--- src/rtl/core/obb_sat_pkg.sv ---
// Shared types, constants and tables for the oriented box overlap unit.
package obb_sat_pkg;

    localparam int CTR_W        = 24;
    localparam int LEN_W        = 23;
    localparam int TURN_W       = 16;
    localparam int CORDIC_STEPS = 24;
    localparam int IDX_W        = $clog2(CORDIC_STEPS);
    localparam int CORD_W       = 34;
    localparam int ARC_W        = 30;
    localparam int OPD_W        = 32;
    localparam int ACC_W        = 64;
    localparam int VTX_W        = 26;
    localparam int IN_W         = 224;
    localparam int OUT_W        = 72;

    localparam logic signed [CORD_W-1:0] CORDIC_GAIN = CORD_W'(652032874);
    localparam logic [LEN_W-1:0]         DEPTH_MAX   = {LEN_W{1'b1}};

    typedef enum logic [2:0] {
        ST_IDLE,
        ST_TRIG,
        ST_CORNER,
        ST_PROJ,
        ST_AXIS,
        ST_ORIENT,
        ST_PUSH,
        ST_DONE
    } state_t;

    typedef struct packed {
        logic                    clr;
        logic                    neg;
        logic signed [OPD_W-1:0] a;
        logic signed [OPD_W-1:0] b;
    } mac_op_t;

    typedef struct packed {
        logic signed [OPD_W-1:0] x;
        logic signed [OPD_W-1:0] y;
    } vec_t;

    function automatic logic [ARC_W-1:0] arc(input logic [IDX_W-1:0] i);
        logic [ARC_W-1:0] v;
        unique case (i)
            5'd0:    v = 30'h20000000;
            5'd1:    v = 30'h12E4051E;
            5'd2:    v = 30'h09FB385B;
            5'd3:    v = 30'h051111D4;
            5'd4:    v = 30'h028B0D43;
            5'd5:    v = 30'h0145D7E1;
            5'd6:    v = 30'h00A2F61E;
            5'd7:    v = 30'h00517C55;
            5'd8:    v = 30'h0028BE53;
            5'd9:    v = 30'h00145F2F;
            5'd10:   v = 30'h000A2F98;
            5'd11:   v = 30'h000517CC;
            5'd12:   v = 30'h00028BE6;
            5'd13:   v = 30'h000145F3;
            5'd14:   v = 30'h0000A2FA;
            5'd15:   v = 30'h0000517D;
            5'd16:   v = 30'h000028BE;
            5'd17:   v = 30'h0000145F;
            5'd18:   v = 30'h00000A30;
            5'd19:   v = 30'h00000518;
            5'd20:   v = 30'h0000028C;
            5'd21:   v = 30'h00000146;
            5'd22:   v = 30'h000000A3;
            5'd23:   v = 30'h00000051;
            default: v = '0;
        endcase
        return v;
    endfunction

    function automatic vec_t edge_normal(input logic [1:0] m,
                                         input logic signed [OPD_W-1:0] c,
                                         input logic signed [OPD_W-1:0] s);
        vec_t n;
        unique case (m)
            2'd0:    begin n.x = -c; n.y = -s; end
            2'd1:    begin n.x = s;  n.y = -c; end
            2'd2:    begin n.x = c;  n.y = s;  end
            default: begin n.x = -s; n.y = c;  end
        endcase
        return n;
    endfunction

endpackage

--- src/rtl/core/obb_sat_mac.sv ---
// Shared signed multiply-accumulate unit.
module obb_sat_mac
    import obb_sat_pkg::*;
(
    input  logic                    clk,
    input  logic                    en,
    input  mac_op_t                 op,
    output logic signed [ACC_W-1:0] acc
);

    logic signed [ACC_W-1:0] prod;
    logic signed [ACC_W-1:0] base;
    logic signed [ACC_W-1:0] acc_reg, acc_next;

    assign prod     = op.a * op.b;
    assign base     = op.clr ? '0 : acc_reg;
    assign acc_next = op.neg ? base - prod : base + prod;

    always_ff @(posedge clk)
    begin
        if (en)
            acc_reg <= acc_next;
    end

    assign acc = acc_reg;

endmodule

--- config.mk ---
export PLATFORM = sky130hd
export DESIGN_NAME = obb_sat_mac
export DESIGN_NICKNAME = d
export VERILOG_FILES = /design/src/rtl/core/obb_sat_pkg.sv /design/src/rtl/core/obb_sat_mac.sv
export SDC_FILE = /design/constraint.sdc
export NUM_CORES = 2
export LEC_CHECK = 0
export ABC_AREA = 1
export BUFFER_PORTS_ARGS = -buffer_cell sky130_fd_sc_hd__buf_2
export CAP_MARGIN = 30
export CORE_UTILIZATION = 45
export DETAILED_ROUTE_END_ITERATION = 16
export PLACE_DENSITY = 0.71
export REMOVE_ABC_BUFFERS = 1
export SLEW_MARGIN = 30
export SYNTH_ARGS = -nofsm -noshare
export SYNTH_HDL_FRONTEND = slang
export SYNTH_SLANG_ARGS = --single-unit
--- constraint.sdc ---
create_clock -name clk -period 27.7 [get_ports clk]
set_clock_uncertainty 0.05 [all_clocks]
set_input_delay 0 -clock clk [delete_from_list [all_inputs] [get_ports clk]]
set_output_delay 0 -clock clk [all_outputs]
set_load 0.005 [all_outputs]
==> out/qor.log <==
[cts] CTS H-tree depth 3
[timing] number of max-slew violations in the final report 0
[die] core area 102000 sq um
[final_layout] Multi-input gate area 36900 sq um
[cts] number of hold-repair buffers added at the cts stage 0
[critical_path] largest fanout of any net on the critical path 32
[critical_path] worst path buffer plus inverter count 8
[critical_path] cell with the largest stage delay on the worst path sky130_fd_sc_hd__buf_2
[final_layout] fill count 10100
[critical_path] cell type group with the largest total delay on the critical path adder cells
[die] Die ar. 105000 sq um
[final_layout] Storage cell area 1920 sq um
[timing] portion of the clock cycle consumed by the worst path in the final layout 38.7%
[cts] source-to-sink clock delay at the later pin of the worst-skew pair 0.35 ns
[global_routing] GRT met1 Usage 35.5%
[timing] setup tns final 0 ns
[logic_synthesis] FFs w/ async S/R, synth 0%
[die] die width 324 microns
[timing] total count of hold-check failures in the final report 0
[cts] number of buffers inserted to repair setup after CTS 0
[timing] worst-case headroom to the max-slew limit 36.3%
[timing] worst path setup slack after routing 16.98 ns
[final_layout] max FFs per register 64
[logic_synthesis] area fraction in compound gates after synthesis 4.24%
[global_routing] total grt overflow 0
[die] die height 324 microns
[detailed_routing] total wire length 128000 microns
[global_routing] largest net degree at the start of global routing 65
[final_layout] Total Nets Final 7513
[logic_synthesis] instance count of the mapped netlist 6152
[global_routing] global-route wire length before repair 214000 microns
[global_routing] antenna violations before repair 0
[die] number of placed I/O pins 132
[cts] buffer depth of the longest clock path 2
[die] starting density of the core 45.6%
[timing] final critical-path required period 10.72 ns
[min_path] Hold WC Path Type input port to flop
[critical_path] data arrival at the endpoint of the critical path 10.76 ns
[cts] clock net sink count 64
[global_routing] global-route met3 utilization 1.63%
[detailed_routing] per-cell via count in the routed design 5.04
[global_routing] aggregate global-route resource usage 25.8%
[logic_synthesis] flop and latch count out of synthesis 64
[cts] clock tree from TritonCTS yes
[final_layout] fraction of layout cells with a size suffix above 1 4.28%
[timing] Worst Tran Pin Value 0.946 ns
[place] Place WS 16.54 ns
[critical_path] nature of the critical path startpoint input port
[place] detailed-placement wirelength estimate 110000 microns
[cts] total of cells resized after clock tree synthesis 0
[detailed_routing] routed length per placed instance 17.2 microns
[detailed_routing] iteration-0 DRC count of the detailed router 2885
[critical_path] critical path's largest stage delay 0.65 ns
[outcome] status finished clean
[logic_synthesis] number of synthesized flops with an enable pin 64
[logic_synthesis] post-synthesis average cell area 7.57 sq um
[logic_synthesis] main combinational cell family by area after synthesis adder cells
[logic_synthesis] post-synthesis share of cell area spent on and, or, nand and nor gates 19.1%
[global_routing] met2 Resource Use GR 45.3%
[critical_path] data required time of the critical path 27.74 ns
[place] global placement routability congestion 0.973
[die] placement row count 117
[detailed_routing] detailed-route via count 37700
[timing] Max Clock Freq 0.0933 GHz
[critical_path] kind of end point of the critical path flop
[logic_synthesis] proportion of synthesized area in mux cells 0%
[place] I/O Buffers 131
[global_routing] number of global-route vias before repair 40400
[run] reported max-cap violation count 0
[final_layout] P&R area growth vs syn 4.40%
[logic_synthesis] cell area after synthesis 46600 sq um
[timing] final setup fails 0
[timing] setup repair after global routing missed its margin false
[cts] cell at the root of the clock tree sky130_fd_sc_hd__clkbuf_16
[logic_synthesis] Syn. warnings 0
[cts] total CTS buffers 9
[cts] clk slew on worst S/H paths 0.06 ns
[logic_synthesis] fraction of the mapped netlist area in adder cells 53.2%
[detailed_routing] number of search-and-repair iterations in the first detailed-routing pass 6
[detailed_routing] remaining routing DRC violations 0
[final_layout] Antenna Cells 0
[logic_synthesis] sequential fraction of the synthesis area 4.12%
[logic_synthesis] unique cell type count in the Yosys netlist 52
[logic_synthesis] predominant post-synthesis flop cell sky130_fd_sc_hd__edfxtp_1
[detailed_routing] remaining number of nets flagged by the antenna check after routing 0
[critical_path] most frequent CP cell sky130_fd_sc_hd__fa_1
[global_routing] most congested layer reported by global routing met2
[logic_synthesis] parity-gate share of the synthesized area counting xor and xnor cells 2.76%
[critical_path] Critical Setup Path Class input port to flop
==> Yosys cell counts (2+ instances only) <==
| master | n | share of area (%) |
|---|---|---|
| sky130_fd_sc_hd__nor2_1 | 337 | 2.7 |
| sky130_fd_sc_hd__o21bai_1 | 8 | 0.13 |
| sky130_fd_sc_hd__nand4_2 | 3 | 0.081 |
| sky130_fd_sc_hd__a31oi_1 | 30 | 0.40 |
| sky130_fd_sc_hd__o21a_1 | 5 | 0.081 |
| sky130_fd_sc_hd__and3_1 | 4 | 0.054 |
| sky130_fd_sc_hd__o21ai_2 | 3 | 0.056 |
| sky130_fd_sc_hd__inv_2 | 10 | 0.081 |
| sky130_fd_sc_hd__nor3_2 | 2 | 0.043 |
| sky130_fd_sc_hd__ha_1 | 248 | 6.7 |
| sky130_fd_sc_hd__nor4_1 | 15 | 0.20 |
| sky130_fd_sc_hd__xnor2_1 | 46 | 0.86 |
| sky130_fd_sc_hd__o31ai_1 | 2 | 0.032 |
| sky130_fd_sc_hd__clkbuf_1 | 205 | 1.7 |
| sky130_fd_sc_hd__a21o_1 | 13 | 0.21 |
| sky130_fd_sc_hd__o21ai_0 | 87 | 0.93 |
| sky130_fd_sc_hd__a21oi_1 | 160 | 1.7 |
| sky130_fd_sc_hd__nor3_1 | 16 | 0.17 |
| sky130_fd_sc_hd__fa_1 | 1083 | 47 |
| sky130_fd_sc_hd__a21oi_2 | 7 | 0.13 |
| sky130_fd_sc_hd__edfxtp_1 | 64 | 4.1 |
| sky130_fd_sc_hd__or2_0 | 2 | 0.027 |
| sky130_fd_sc_hd__a21boi_0 | 5 | 0.081 |
| sky130_fd_sc_hd__nand4_1 | 41 | 0.55 |
| sky130_fd_sc_hd__nor2_4 | 3 | 0.073 |
| sky130_fd_sc_hd__nor3_4 | 3 | 0.10 |
| sky130_fd_sc_hd__or2_2 | 16 | 0.21 |
| sky130_fd_sc_hd__nand2_1 | 1607 | 13 |
| sky130_fd_sc_hd__nand3_1 | 98 | 1.1 |
| sky130_fd_sc_hd__o211ai_1 | 10 | 0.16 |
| sky130_fd_sc_hd__xor2_1 | 97 | 1.8 |
| sky130_fd_sc_hd__xor2_2 | 2 | 0.070 |
| sky130_fd_sc_hd__nor2_2 | 21 | 0.28 |
| sky130_fd_sc_hd__nand3b_1 | 10 | 0.16 |
| sky130_fd_sc_hd__o221ai_1 | 7 | 0.13 |
| sky130_fd_sc_hd__and2_1 | 2 | 0.027 |
| sky130_fd_sc_hd__nand2_2 | 13 | 0.17 |
| sky130_fd_sc_hd__inv_1 | 1845 | 15 |
| sky130_fd_sc_hd__nand3_2 | 6 | 0.13 |
| sky130_fd_sc_hd__o21ai_1 | 4 | 0.043 |
==> layout by cell type, fill, tap and decap left out, types with 4 or more instances in the layout <==
cell	synthesis	layout
sky130_fd_sc_hd__inv_1	1845	1845
sky130_fd_sc_hd__nand2_1	1607	1607
sky130_fd_sc_hd__fa_1	1083	1082
sky130_fd_sc_hd__nor2_1	337	337
sky130_fd_sc_hd__ha_1	248	248
sky130_fd_sc_hd__a21oi_1	160	160
sky130_fd_sc_hd__buf_2	1	131
sky130_fd_sc_hd__nand3_1	98	98
sky130_fd_sc_hd__xor2_1	97	97
sky130_fd_sc_hd__o21ai_0	87	87
sky130_fd_sc_hd__edfxtp_1	64	64
sky130_fd_sc_hd__xnor2_1	46	46
sky130_fd_sc_hd__nand4_1	41	41
sky130_fd_sc_hd__a31oi_1	30	30
sky130_fd_sc_hd__buf_4	1	27
sky130_fd_sc_hd__nor2_2	21	21
sky130_fd_sc_hd__or2_2	16	16
sky130_fd_sc_hd__nor3_1	16	16
sky130_fd_sc_hd__nor4_1	15	14
sky130_fd_sc_hd__nand2_2	13	13
sky130_fd_sc_hd__a21o_1	13	13
sky130_fd_sc_hd__o211ai_1	10	10
sky130_fd_sc_hd__inv_2	10	10
sky130_fd_sc_hd__nand3b_1	10	10
sky130_fd_sc_hd__clkbuf_16	0	9
sky130_fd_sc_hd__o21bai_1	8	8
sky130_fd_sc_hd__a21oi_2	7	7
sky130_fd_sc_hd__o221ai_1	7	7
sky130_fd_sc_hd__nand3_2	6	6
sky130_fd_sc_hd__a21boi_0	5	5
sky130_fd_sc_hd__clkinv_1	1	5
sky130_fd_sc_hd__o21a_1	5	5
sky130_fd_sc_hd__o21ai_1	4	4
sky130_fd_sc_hd__and3_1	4	4
==> layout make-up <==
class	count	share of cell area, %
clock buffer	9	0.463
clock inverter	6	0.0566
inverter	1856	14.3
multi-input combinational	4025	75.9
sequential	64	3.95
tap	1368	3.52
timing repair buffer	158	1.76
==> layer usage <==
layer / up-vias / routed length [microns]
li1: 17400 / -
met1: 19000 / 55900
met2: 1183 / 63500
met3: 157 / 6830
met4: 0 / 2100
met5: - / 0
==> metrics by stage <==
step                      cell area [sq um]  hold slack, ns  utilization [%]  instances
after global placement                48400           0.373             47.3       7471
final                                 48600           0.352             47.6       7486
after detailed placement              48400           0.375             47.4       7471
after floorplan                       45800          0.0625                -       5945
after global routing                  48600           0.395             47.6       7486
after CTS                             48600           0.364             47.6       7486
==> final timing paths <==
check / cells after the start / end / startpoint / slack, ns
max: 43 / acc[57]$_DFFE_PP_ / op[41] / 16.98
min: 2 / acc[13]$_DFFE_PP_ / en / 0.35
max reg2reg: 22 / acc[33]$_DFFE_PP_ / acc[2]$_DFFE_PP_ / 23.84
min reg2reg: 3 / acc[0]$_DFFE_PP_ / acc[0]$_DFFE_PP_ / 0.78
==> logic make-up after synthesis <==
group           after synthesis
compound gates              347
flops                        64
buf+inv                    2063
fa+ha+maj                  1331
xor+xnor                    145
simple gates               2202
Power is left out: the tool's default activity adds up to more than one toggle a clock period on the data nets, which glitch-free logic cannot reach.
